`config.mk`:
```
export PLATFORM = sky130hd
export DESIGN_NAME = ascii_hex_message_line_parser
export DESIGN_NICKNAME = d
export VERILOG_FILES = /design/src/design/ahmlp_pkg.sv /design/src/design/ahmlp_line_core.sv /design/src/design/ascii_hex_message_line_parser.sv
export SDC_FILE = /design/constraint.sdc
export NUM_CORES = 1
export LEC_CHECK = 0
export ABC_CLOCK_PERIOD_IN_PS = 2800
export BUFFER_PORTS_ARGS = -buffer_cell sky130_fd_sc_hd__buf_2
export CAP_MARGIN = 30
export CORE_MARGIN = 2
export CORE_UTILIZATION = 42
export DETAILED_ROUTE_END_ITERATION = 12
export PLACE_DENSITY_LB_ADDON = 0.05
export SLEW_MARGIN = 20
export SYNTH_ARGS = -nofsm -noshare
export SYNTH_HDL_FRONTEND = slang
export SYNTH_SLANG_ARGS = --single-unit
```
`constraint.sdc`:
```
create_clock -name clock -period 2.8 [get_ports clock]
set_input_delay 0.56 -clock clock [delete_from_list [all_inputs] [get_ports clock]]
set_output_delay 0.56 -clock clock [all_outputs]
set_load 0.005 [all_outputs]
```
`src/design/ahmlp_pkg.sv`:
```
// Package for the hex message line parser: sizes, column positions, codes,
// the result word type and the hex digit decoder.
// Depends on nothing; used by ahmlp_line_core and the top level.
`timescale 1ns / 1ps

package ahmlp_pkg;

   localparam int LINE_CAPACITY = 512;
   localparam int MAX_PAYLOAD   = 223;
   localparam int COL_W         = $clog2(LINE_CAPACITY + 1);

   localparam logic [7:0] STARTER_CHAR = 8'h41;
   localparam logic [7:0] LINE_FEED    = 8'h0A;
   localparam logic [7:0] NUL_CHAR     = 8'h00;

   localparam logic [COL_W-1:0] STARTER_COL = COL_W'(0);
   localparam logic [COL_W-1:0] SOURCE_COL  = COL_W'(12);
   localparam logic [COL_W-1:0] SOURCE_END  = COL_W'(13);
   localparam logic [COL_W-1:0] DEST_COL    = COL_W'(14);
   localparam logic [COL_W-1:0] DEST_END    = COL_W'(15);
   localparam logic [COL_W-1:0] PRIO_COL    = COL_W'(16);
   localparam logic [COL_W-1:0] PGN_COL     = COL_W'(18);
   localparam logic [COL_W-1:0] PGN_END     = COL_W'(22);
   localparam logic [COL_W-1:0] PAYLOAD_COL = COL_W'(24);
   localparam logic [COL_W-1:0] CAPACITY    = COL_W'(LINE_CAPACITY);
   localparam logic [7:0]       PAYLOAD_MAX = 8'(MAX_PAYLOAD);

   typedef enum logic {
      KIND_PAYLOAD = 1'b0,
      KIND_SUMMARY = 1'b1
   } kind_type;

   typedef enum logic [1:0] {
      STATUS_OK          = 2'd0,
      STATUS_BAD_STARTER = 2'd1,
      STATUS_SHORT       = 2'd2
   } status_type;

   typedef struct packed {
      kind_type    kind;
      logic [7:0]  data_byte;
      logic [7:0]  source_addr;
      logic [7:0]  dest_addr;
      logic [3:0]  priority_res;
      logic [19:0] pgn;
      status_type  status;
      logic [7:0]  byte_count;
   } result_type;

   // Bit 4 set means the character is not a hex digit.
   function automatic logic [4:0] hex_value(input logic [7:0] ch);
      logic [4:0] v;
      if (ch >= 8'h30 && ch <= 8'h39) begin
         v = {1'b0, 4'(ch - 8'h30)};
      end else if (ch >= 8'h41 && ch <= 8'h46) begin
         v = {1'b0, 4'(ch - 8'h37)};
      end else if (ch >= 8'h61 && ch <= 8'h66) begin
         v = {1'b0, 4'(ch - 8'h57)};
      end else begin
         v = 5'h10;
      end
      return v;
   endfunction

endpackage

```
`src/design/ahmlp_line_core.sv`:
```
// Line state of the parser: column counter, header field accumulators and
// payload pairing, with the result word each character produces.
// Depends on ahmlp_pkg.
`timescale 1ns / 1ps

module ahmlp_line_core (
   input  logic                  clock,
   input  logic                  reset,
   input  logic                  step,
   input  logic [7:0]            ch,
   output logic                  res_valid,
   output ahmlp_pkg::result_type res
);
   import ahmlp_pkg::*;

   logic [COL_W-1:0] column_ff, column_in;
   logic             starter_ok_ff, starter_ok_in;
   logic [7:0]       source_acc_ff, source_acc_in;
   logic [7:0]       dest_acc_ff, dest_acc_in;
   logic [3:0]       prio_acc_ff, prio_acc_in;
   logic [19:0]      pgn_acc_ff, pgn_acc_in;
   logic             stopped_ff, stopped_in;
   logic [3:0]       pair_high_ff, pair_high_in;
   logic [7:0]       count_ff, count_in;
   logic             nul_seen_ff, nul_seen_in;

   logic [4:0] hv;
   logic       is_hex;
   logic [3:0] d;
   logic       eff_stopped;

   assign hv     = hex_value(ch);
   assign is_hex = !hv[4];
   assign d      = hv[3:0];

   always_comb begin
      column_in     = column_ff;
      starter_ok_in = starter_ok_ff;
      source_acc_in = source_acc_ff;
      dest_acc_in   = dest_acc_ff;
      prio_acc_in   = prio_acc_ff;
      pgn_acc_in    = pgn_acc_ff;
      stopped_in    = stopped_ff;
      pair_high_in  = pair_high_ff;
      count_in      = count_ff;
      nul_seen_in   = nul_seen_ff;
      res_valid     = 1'b0;
      res           = '0;
      eff_stopped   = stopped_ff;

      if (ch == LINE_FEED) begin
         if (column_ff != '0) begin
            res_valid = 1'b1;
            res.kind  = KIND_SUMMARY;
            if (!starter_ok_ff) begin
               res.status = STATUS_BAD_STARTER;
            end else if (column_ff < PAYLOAD_COL) begin
               res.status = STATUS_SHORT;
            end else begin
               res.status       = STATUS_OK;
               res.source_addr  = source_acc_ff;
               res.dest_addr    = dest_acc_ff;
               res.priority_res = prio_acc_ff;
               res.pgn          = pgn_acc_ff;
               res.byte_count   = count_ff;
            end
         end
         column_in     = '0;
         starter_ok_in = 1'b0;
         source_acc_in = '0;
         dest_acc_in   = '0;
         prio_acc_in   = '0;
         pgn_acc_in    = '0;
         stopped_in    = 1'b0;
         pair_high_in  = '0;
         count_in      = '0;
         nul_seen_in   = 1'b0;
      end else if (nul_seen_ff || column_ff >= CAPACITY) begin
         nul_seen_in = nul_seen_ff;
      end else if (ch == NUL_CHAR) begin
         nul_seen_in = 1'b1;
      end else begin
         column_in = column_ff + COL_W'(1);
         if (column_ff == STARTER_COL || column_ff == SOURCE_COL || column_ff == DEST_COL
             || column_ff == PRIO_COL || column_ff == PGN_COL) begin
            eff_stopped = 1'b0;
         end
         if (column_ff == STARTER_COL) begin
            starter_ok_in = (ch == STARTER_CHAR);
         end else if (column_ff == SOURCE_COL || column_ff == SOURCE_END) begin
            if (!eff_stopped && is_hex) begin
               source_acc_in = (column_ff == SOURCE_COL) ? {4'h0, d} : {source_acc_ff[3:0], d};
            end else if (column_ff == SOURCE_COL) begin
               source_acc_in = '0;
            end
            stopped_in = eff_stopped || !is_hex;
         end else if (column_ff == DEST_COL || column_ff == DEST_END) begin
            if (!eff_stopped && is_hex) begin
               dest_acc_in = (column_ff == DEST_COL) ? {4'h0, d} : {dest_acc_ff[3:0], d};
            end else if (column_ff == DEST_COL) begin
               dest_acc_in = '0;
            end
            stopped_in = eff_stopped || !is_hex;
         end else if (column_ff == PRIO_COL) begin
            prio_acc_in = is_hex ? d : 4'h0;
            stopped_in  = !is_hex;
         end else if (column_ff >= PGN_COL && column_ff <= PGN_END) begin
            if (!eff_stopped && is_hex) begin
               pgn_acc_in = (column_ff == PGN_COL) ? {16'h0, d} : {pgn_acc_ff[15:0], d};
            end else if (column_ff == PGN_COL) begin
               pgn_acc_in = '0;
            end
            stopped_in = eff_stopped || !is_hex;
         end else if (column_ff >= PAYLOAD_COL) begin
            if (!column_ff[0]) begin
               stopped_in   = !is_hex;
               pair_high_in = is_hex ? d : 4'h0;
            end else if (starter_ok_ff && count_ff < PAYLOAD_MAX) begin
               count_in      = count_ff + 8'd1;
               res_valid     = 1'b1;
               res.kind      = KIND_PAYLOAD;
               res.status    = STATUS_OK;
               if (stopped_ff) begin
                  res.data_byte = 8'h00;
               end else if (is_hex) begin
                  res.data_byte = {pair_high_ff, d};
               end else begin
                  res.data_byte = {4'h0, pair_high_ff};
               end
            end
         end
      end
   end

   always_ff @(posedge clock) begin
      if (reset) begin
         column_ff     <= '0;
         starter_ok_ff <= 1'b0;
         source_acc_ff <= '0;
         dest_acc_ff   <= '0;
         prio_acc_ff   <= '0;
         pgn_acc_ff    <= '0;
         stopped_ff    <= 1'b0;
         pair_high_ff  <= '0;
         count_ff      <= '0;
         nul_seen_ff   <= 1'b0;
      end else if (step) begin
         column_ff     <= column_in;
         starter_ok_ff <= starter_ok_in;
         source_acc_ff <= source_acc_in;
         dest_acc_ff   <= dest_acc_in;
         prio_acc_ff   <= prio_acc_in;
         pgn_acc_ff    <= pgn_acc_in;
         stopped_ff    <= stopped_in;
         pair_high_ff  <= pair_high_in;
         count_ff      <= count_in;
         nul_seen_ff   <= nul_seen_in;
      end
   end

endmodule

```
`src/design/ascii_hex_message_line_parser.sv`:
```
// Top level of the hex message line parser: input word register, line core and result
// register with valid/ready on both sides; depends on ahmlp_pkg and ahmlp_line_core.
// A character is taken into the input word register; when it advances, its result word, if any, is registered.
// Throughput: one character per cycle while rsp_ready is high.
// A waiting result holds the input register, so req_ready falls once that register is full.
// Synchronous active-high reset clears the line state and both valid flags.
`timescale 1ns / 1ps

module ascii_hex_message_line_parser (
   input  logic                  clock,
   input  logic                  reset,
   input  logic                  req_valid,
   output logic                  req_ready,
   input  logic [7:0]            req_character,
   output logic                  rsp_valid,
   input  logic                  rsp_ready,
   output logic                  rsp_kind,
   output logic [7:0]            rsp_data_byte,
   output logic [7:0]            rsp_source_addr,
   output logic [7:0]            rsp_dest_addr,
   output logic [3:0]            rsp_priority_res,
   output logic [19:0]           rsp_pgn,
   output logic [1:0]            rsp_status,
   output logic [7:0]            rsp_byte_count
);
   import ahmlp_pkg::*;

   logic       in_valid_ff, in_valid_in;
   logic [7:0] in_char_ff;
   logic       out_valid_ff, out_valid_in;
   result_type result_ff;

   logic       advance;
   logic       core_valid;
   result_type core_res;

   assign advance   = in_valid_ff && (!out_valid_ff || rsp_ready);
   assign req_ready = !in_valid_ff || advance;

   ahmlp_line_core u_core (
      .clock     (clock),
      .reset     (reset),
      .step      (advance),
      .ch        (in_char_ff),
      .res_valid (core_valid),
      .res       (core_res)
   );

   always_comb begin
      in_valid_in = in_valid_ff;
      if (req_valid && req_ready) begin
         in_valid_in = 1'b1;
      end else if (advance) begin
         in_valid_in = 1'b0;
      end
      out_valid_in = out_valid_ff;
      if (advance) begin
         out_valid_in = core_valid;
      end else if (rsp_ready) begin
         out_valid_in = 1'b0;
      end
   end

   always_ff @(posedge clock) begin
      if (reset) begin
         in_valid_ff  <= 1'b0;
         out_valid_ff <= 1'b0;
      end else begin
         in_valid_ff  <= in_valid_in;
         out_valid_ff <= out_valid_in;
      end
   end

   always_ff @(posedge clock) begin
      if (req_valid && req_ready) begin
         in_char_ff <= req_character;
      end
      if (advance && core_valid) begin
         result_ff <= core_res;
      end
   end

   assign rsp_valid        = out_valid_ff;
   assign rsp_kind         = result_ff.kind;
   assign rsp_data_byte    = result_ff.data_byte;
   assign rsp_source_addr  = result_ff.source_addr;
   assign rsp_dest_addr    = result_ff.dest_addr;
   assign rsp_priority_res = result_ff.priority_res;
   assign rsp_pgn          = result_ff.pgn;
   assign rsp_status       = result_ff.status;
   assign rsp_byte_count   = result_ff.byte_count;

endmodule
```
==> flow_results.org, run 1 <==
** Synthesis
- Main area contributors after synthesis :: sky130_fd_sc_hd__edfxtp_1 34%, sky130_fd_sc_hd__dfxtp_1 23%, sky130_fd_sc_hd__mux2i_1 6.8%
- Combined area of all synthesized cells :: 5888 um2
- Number of enable-type register cells in the synthesized netlist :: 67
- Sorting the synthesized cells by how often they occur yields 67 x sky130_fd_sc_hd__dfxtp_1, 67 x sky130_fd_sc_hd__edfxtp_1, 57 x sky130_fd_sc_hd__and2_1.
- The average instance in the mapped netlist occupies 11.37 um2.
- Cell taking the most area after synthesis :: sky130_fd_sc_hd__edfxtp_1
- The top cell type by area accounts for 34.17% of the synthesized area.
- Leading register cell type out of synthesis :: sky130_fd_sc_hd__edfxtp_1
- Share of synthesized area occupied by flip-flops and latches :: 56.95%
- Count of distinct cell types in the synthesized netlist :: 69
- After synthesis, the share of flip-flops with an asynchronous set or reset is 0%.
- During synthesis, Yosys emitted a total of 0 warnings.
- Counting every net in the synthesized netlist gives 540.
- Post-synthesis cell count :: 518
- In this run, synthesis produced a sequential element count of 134.

** Global route
- Pin count of the biggest net entering global routing :: 49
- The first global-routing pass estimated 19.41 mm of wire.
- Global routing consumed, over all layers together, 17.02% of the routing resources.
- The number of global-route vias before repair was 3,892.
- The initial antenna violation count came to 0.
- Global routing finished with a remaining overflow of 0.

** Critical path
- Across all register-to-register paths, the minimum setup slack is 0.17 ns.
- Peak per-stage delay on the critical path :: 0.58 ns
- For the worst setup path, the data required time is 3.09 ns.
- In this run the worst path has a maximum fanout of 18.
- Data arrival time of the critical path :: 2.92 ns
- The worst setup path is of the flop to flop kind.
- The worst setup path is launched from a flop.
- The largest individual stage delay along the critical path comes from the cell sky130_fd_sc_hd__or4b_4.
- Traced cell by cell, the critical path runs through or4b_4 > a311oi_4 > nor2_4 > or2_4 > a31o_1 > buf_4 > mux2i_1.
- Element type at the critical path end :: flop
- The worst register-to-register path has a depth of 7.

** Power and ir drop
- Leakage power total :: 0.002793 uW
- Switching power total :: 899.9 uW
- IR analysis of the VDD net gives a maximum drop of 0.0003077 V.
- Per report_power, the sequential group accounts for 42.3% of the total.
- Combinational cells account for 2.7% of the total power.
- The internal portion of the total power is 4006 uW.
- In this run switching power makes up 18.34% of total power.
- Per report_power, the clock group accounts for 55.0% of the total.
- Power spread over the standard cell area amounts to 668.1 nW/um2.
- Power comes to 4906 uW.

** Floorplan
- Effective utilization at floorplan :: 42.75%
- Width of the chip :: 122.4 um
- The die covers 14,980 um2.
- I/O pin cnt :: 73
- Vert. Die Dim :: 122.4 um
- Standard-cell row count :: 43
- Area inside the core boundary :: 13,770 um2

** Cells and area
- Cells fill 53.32% of the core in the end.
- For this run, the post-layout net count is 630.
- Cells with a size suffix above 1 make up 23.83% of the layout.
- Final antenna diode count :: 0
- Number of filler instances in the final layout :: 1,232
- Signed area change from the synthesized netlist to the final layout :: 24.71%

** Drt
- The detailed router finished its first iteration with 251 violations.
- Pre-Repair DR Iteration Count :: 5
- Routed WL per cell :: 14.77 um
- The detail route stage leaves a number of antenna-violating nets equal to 0.
- In the routed layout, each cell is associated on average with a via count of 5.011.
- Via Count :: 4,014
- Number of design rule violations left after detail routing :: 0
- The final layout contains routed wiring with a total length of 11.83 mm.

** Timing
- The worst path uses 93.86% of the clock period.
- The worst path needs 2.628 ns of the cycle, external delays included.
- Measured against its own limit, the worst slew margin works out to 39.35%.
- Total count of max-transition violations in the final report :: 0
- In the final timing run, aggregate negative setup slack is 0 ns.
- At the pin with the least slew margin, the transition time is 0.9021 ns.
- Final setup violation count :: 0
- Fmax :: 380.5 MHz
- Clock Skews :: 0.007740 ns
- RSZ-0062 raised after global routing :: no
- The number of hold violations in the final report was 0.

** Clock network
- TritonCTS built the clock tree.
- Quantity of hold-fixing buffers added after cts :: 0
- Clock transition at the registers of the reported paths :: 0.06 ns
- Latest clock arrival within the worst-skew pair :: 0.42 ns
- No sink is reached through more buffers than the 2 on the longest clock path.
- CTS Buf Count :: 17
- The root buffer cell chosen for the clock tree is sky130_fd_sc_hd__clkbuf_16.
- Clock net sink count :: 134
- Maximum level of the CTS H-tree :: 4

** Place
- Placed wire-length estimate :: 8.243 mm
- The congestion estimate from routability-driven global placement came to 0.8892.
- Number of I/O port buffers :: 72

** Job
- The tool flagged a number of max-cap violations equal to 0.

** Status
- Run status :: finished clean

** Min path
- Instance count along the most critical hold path :: 1
- The path class of the tightest hold or removal check is primary input to flop.
-- critical path: cells and delay by family, from the launching register on --
kind | cells | cell delay (ns)
simple gates | 3 | 0.97
compound gates | 2 | 0.67
flops | 1 | 0.44
buf+inv | 1 | 0.25
mux | 1 | 0.16
-- layout by cell type (no fill, tap or decap), types with 3 or more instances in the layout --
master and n:
sky130_fd_sc_hd__a211oi_1 3, sky130_fd_sc_hd__a21o_1 4, sky130_fd_sc_hd__a21oi_1 17, sky130_fd_sc_hd__a31oi_1 5, sky130_fd_sc_hd__and2_1 57, sky130_fd_sc_hd__and3_1 8, sky130_fd_sc_hd__buf_2 72, sky130_fd_sc_hd__buf_4 16
sky130_fd_sc_hd__bufinv_16 8, sky130_fd_sc_hd__clkbuf_16 17, sky130_fd_sc_hd__clkinv_4 3, sky130_fd_sc_hd__dfxtp_1 67, sky130_fd_sc_hd__edfxtp_1 67, sky130_fd_sc_hd__ha_1 9, sky130_fd_sc_hd__inv_1 5, sky130_fd_sc_hd__mux2i_1 40
sky130_fd_sc_hd__nand2_1 44, sky130_fd_sc_hd__nand2b_1 36, sky130_fd_sc_hd__nand3_1 7, sky130_fd_sc_hd__nand4_1 7, sky130_fd_sc_hd__nor2_1 41, sky130_fd_sc_hd__nor2b_1 6, sky130_fd_sc_hd__o21ai_0 4, sky130_fd_sc_hd__or3_1 4
sky130_fd_sc_hd__xor2_1 8
-- logic make-up (layout without fill, tap and decap cells) --
family | count (synthesis) | in the layout | synth area share [%]
fa+ha+maj | 10 | 10 | 2.125
flops | 134 | 134 | 56.95
compound gates | 54 | 54 | 7.013
xor+xnor | 10 | 10 | 1.488
mux | 44 | 44 | 7.628
buf+inv | 28 | 131 | 2.019
simple gates | 238 | 238 | 22.78
-- per-layer routing --
metal	track usage (%)	vias up	share of wire, %
li1	-	2003	-
met1	21.46	1888	44
met2	27.67	101	49
met3	4.322	22	4.8
met4	7.399	0	2.1
met5	0	-	0
-- through the flow --
stage	area [um2]	hold slack [ns]	setup WS, ns	std cells
after floorplan	5936	0.4373	0.002428	518
after global routing	7343	0.3018	0.008100	801
final	7343	0.3171	0.1719	801
after global placement	6603	0.4506	0.2024	769
after detailed placement	6603	0.4627	0.1252	769
after CTS	7330	0.2982	0.09905	801
-- final cells by class --
| cell class | count | area [um2] | share of cell area, % |
|---|---|---|---|
| Sequential cell | 134 | 3353 | 45.66 |
| Multi-Input combinational cell | 356 | 2472 | 33.67 |
| Timing Repair Buffer | 91 | 531.8 | 7.241 |
| Clock buffer | 19 | 452.9 | 6.168 |
| Clock inverter | 13 | 274.0 | 3.731 |
| Tap cell | 180 | 225.2 | 3.067 |
| Inverter | 8 | 33.78 | 0.4600 |
-- worst paths after layout --
path / from / to
setup / recovery: in_char_ff[7]$_DFFE_PP_ / u_core.pgn_acc_ff[14]$_SDFFE_PP0P_
hold / removal: req_character[5] / in_char_ff[5]$_DFFE_PP_
setup reg to reg: in_char_ff[7]$_DFFE_PP_ / u_core.pgn_acc_ff[14]$_SDFFE_PP0P_
hold reg to reg: u_core.pgn_acc_ff[7]$_SDFFE_PP0P_ / u_core.pgn_acc_ff[11]$_SDFFE_PP0P_
-- repair_timing --
item                                    CTS  global route
endpoints found under the setup margin    0            52
setup buffers                             0             0
endpoints found under the hold margin     0             0
gates resized for setup                   0             3
-- power groups by stage --
stage	logic (uW)	registers, uW	clock network, uW
after floorplan	92.8	2110	0
after global placement	132	2110	0
after detailed placement	134	2120	0
after CTS	134	2070	2750
after global routing	148	2070	2830
final	134	2070	2700
Note: power is estimated with default switching activity, not from simulation.
==> run 2, diff against run 1 <==
--- a/config.mk
+++ b/config.mk
@@ -12,6 +12,7 @@
 export CORE_UTILIZATION = 42
 export DETAILED_ROUTE_END_ITERATION = 12
 export PLACE_DENSITY_LB_ADDON = 0.05
+export RECOVER_POWER = 50
 export SLEW_MARGIN = 20
 export SYNTH_ARGS = -nofsm -noshare
 export SYNTH_HDL_FRONTEND = slang
==> run 2 against run 1 <==
Effect of this change: the flow now finishes with violations (capacitance limit, slew limit); clock skew is essentially flat; combinational power about the same; final area shrank 1.4%; via count down 0.40%; non-clock buffer count unchanged; total power about the same; global-route usage is the same; critical path type unchanged.
==> flow_results.org, run 2 (same netlist as run 1, synthesis figures left out) <==
** Status
- The run finished, with violations left.
- The checks that failed: capacitance limit, slew limit.

** Drt
- The via density per instance is 4.991 (-0.40%).
- Pre-Repair DR Iteration Count :: 4 (-1)
- The via count is 3,998 (-0.40%).
- Number of design rule violations left after detail routing :: 0 (unchanged)
- Initial DRC Count :: 226 (-10%)
- The number of antenna-violating nets in the routed design came to 0 (unchanged).
- Overall routed net length :: 11.89 mm (+0.54%)
- Routed WL per cell :: 14.85 um (+0.54%)

** Timing
- The number of hold violations in the final report came to 0 (unchanged).
- RSZ-0062 raised after global routing :: no
- Total count of max-transition violations in the final report :: 40 (+40)
- Max-Slew Margin vs Limit :: -21.50% (-61 points)
- Clock Skews :: 0.008106 ns (+0.0003663 ns)
- The worst setup margin was 0.1659 ns (-0.006031 ns).
- Setup TNS Final :: 0 ns (unchanged)
- The final-report setup violation count was 0 (unchanged).
- The minimum hold slack came to 0.3149 ns (-0.002238 ns).
- Ratio of final minimum period to clock period :: 94.08% (+0.22 points)
- The clock period minus final worst setup slack came to 2.634 ns (+0.006031 ns).
- Tightest Pin Transition :: 1.823 ns (+0.9205 ns)
- Fmax :: 379.6 MHz (-0.23%)

** Critical path
- Crit start category :: flop
- Element type at the critical path end :: flop
- The largest driver fanout on the critical path came to 18 (unchanged).
- R2R Path Start :: in_char_ff[7]$_DFFE_PP_
- The data arrival time of the critical path is 2.93 ns (about the same).
- Register-to-register setup slack :: 0.17 ns (about the same)
- Slowest cell on the critical path :: sky130_fd_sc_hd__or4b_4
- Type of the setup path with the least slack :: flop to flop
- The combined buffer and inverter count along the critical path is 1 (unchanged).
- Endpoint of the worst-slack reg-to-reg timing path :: u_core.pgn_acc_ff[14]$_SDFFE_PP0P_
- The required time at the worst-slack endpoint came to 3.10 ns (about the same).
- Number of cells traversed by the worst register-to-register path :: 7 (unchanged)
- CP cell instances :: or4b_4 > a311oi_4 > nor2_4 > or2_4 > a31o_1 > buf_4 > mux2i_1
- The delay of the slowest cell on the worst path was 0.58 ns (about the same).
- Family with the most delay on the worst path :: simple AND/OR/NAND/NOR gates

** Cells and area
- Final antenna diode count :: 0 (unchanged)
- Most used cells in the layout excluding fill and tap cells :: 67 x sky130_fd_sc_hd__edfxtp_1, 67 x sky130_fd_sc_hd__dfxtp_1, 55 x sky130_fd_sc_hd__and2_1, 44 x sky130_fd_sc_hd__nand2_1, 41 x sky130_fd_sc_hd__nor2_1
- The share of final-layout standard cells stronger than drive strength 1 is 17.23% (-6.6 points).
- Final Net Count :: 630 (unchanged)
- Final core utilization :: 52.58% (-0.74 points)
- The area growth from synthesis to layout is 22.99%.

** Power and ir drop
- The worst supply voltage drop on vdd came to 0.0003084 V (+0.23%).
- Leakage power total :: 0.002695 uW (-3.5%)
- Pwr dens :: 677.8 nW/um2 (+1.5%)

** Global route
- The remaining global-route overflow was 0 (unchanged).
- First-pass GRT wire length :: 19.41 mm (unchanged)
- Overall global routing resource usage :: 17.02% (unchanged)
- Via count of the first global-routing pass :: 3,892 (unchanged)
- The pin count of the biggest net entering global routing came to 49 (unchanged).
- The initial antenna violation count is 0 (unchanged).

** Place
- Placed wire-length estimate :: 8.243 mm (unchanged)
- Worst slack at placement :: 0.1252 ns (unchanged)
- The count of port buffers added during placement is 72 (unchanged).
- The weighted congestion at the end of routability-driven global placement is 0.8892 (unchanged).

** Clock network
- TritonCTS built the clock tree.
- The total CTS buffers was 17 (unchanged).
- Latest clock arrival within the worst-skew pair :: 0.42 ns (about the same)
- Clock transition at the registers of the reported paths :: 0.06 ns (about the same)
- The post-CTS repair timing setup buffer count came to 0 (unchanged).
- The clock sink count was 134 (unchanged).
- The number of levels the H-tree was split into is 4 (unchanged).
- Quantity of hold-fixing buffers added after cts :: 0 (unchanged)
- Clock tree root buffer cell :: sky130_fd_sc_hd__clkbuf_16
- The quantity of gates resized following cts came to 0 (unchanged).
- The maximum root-to-sink buffer count was 2 (unchanged).

** Floorplan
- The placeable core area came to 13,770 um2 (unchanged).
- I/O pin cnt :: 73 (unchanged)
- Effective utilization at floorplan :: 42.75% (unchanged)
- The floorplan die area was 14,980 um2 (unchanged).
- The placement row count is 43 (unchanged).
- The die boundary height was 122.4 um (unchanged).
- The horizontal extent of the die was 122.4 um (unchanged).

** Min path
- Classification of the worst-slack hold path :: primary input to flop
- Endpoint, Worst Hold :: in_char_ff[5]$_DFFE_PP_
- The worst hold path begins at req_character[5].
- Instance count along the most critical hold path :: 1 (unchanged)

** Job
- Max-cap check violation count :: 1 (+1)
[run 2: cell count changes in the layout (fill, tap and decap cells not counted)]
| cell | previous run | this run |
|---|---|---|
| sky130_fd_sc_hd__and2_0 | 0 | 2 |
| sky130_fd_sc_hd__and2_1 | 57 | 55 |
| sky130_fd_sc_hd__buf_12 | 2 | 1 |
| sky130_fd_sc_hd__buf_2 | 72 | 37 |
| sky130_fd_sc_hd__buf_4 | 16 | 10 |
| sky130_fd_sc_hd__clkbuf_1 | 0 | 39 |
| sky130_fd_sc_hd__clkbuf_2 | 0 | 3 |
| sky130_fd_sc_hd__nor3b_1 | 0 | 1 |
| sky130_fd_sc_hd__nor3b_2 | 2 | 1 |
| sky130_fd_sc_hd__o221ai_1 | 0 | 1 |
| sky130_fd_sc_hd__o221ai_4 | 1 | 0 |
[run 2: stage by stage]
step / std cells / cell area (um2) / total power [uW]
finish: 801 / 7242 / 4909
CTS: 801 / 7330 / 4956
global placement: 769 / 6603 / 2247
global route: 801 / 7242 / 5046
detailed placement: 769 / 6603 / 2249
floorplan: 518 / 5936 / 2205
[run 2: layout make-up]
type | count | area (um2)
inverter | 8 | 33.78
sequential | 134 | 3353
timing repair buffer | 91 | 452.9
clock buffer | 19 | 452.9
tap | 180 | 225.2
clock inverter | 13 | 274.0
multi-input combinational | 356 | 2450
fill | 1259 | 6531
[run 2: layer usage]
metal	track usage (%)	vias up	part of all wire (%)
met5	0	-	0
met2	27.67	91	48
met3	4.322	22	4.8
met1	21.46	1883	45
met4	7.399	0	2.2
li1	-	2002	-
[run 2: where the power goes]
group / internal (uW) / total [uW] / switching, uW
sequential: 2060 / 2070 / 17.3
clock: 1890 / 2700 / 809
combinational: 53.8 / 132 / 77.9
[run 2: worst max path at each step]
stage	from	to	slack, ns	cells past startpoint
2_1_floorplan	u_core.column_ff[5]$_SDFFE_PP0P_	rsp_byte_count[0]$_SDFFCE_PP0P_	0.002	6
3_3_place_gp	in_char_ff[7]$_DFFE_PP_	u_core.dest_acc_ff[6]$_SDFFE_PP0P_	0.20	7
3_5_place_dp	in_char_ff[0]$_DFFE_PP_	u_core.pgn_acc_ff[14]$_SDFFE_PP0P_	0.13	9
4_1_cts	in_char_ff[0]$_DFFE_PP_	u_core.pgn_acc_ff[14]$_SDFFE_PP0P_	0.1	9
5_1_grt	in_char_ff[7]$_DFFE_PP_	u_core.dest_acc_ff[4]$_SDFFE_PP0P_	0.005	7
6_report	in_char_ff[7]$_DFFE_PP_	u_core.pgn_acc_ff[14]$_SDFFE_PP0P_	0.17	7
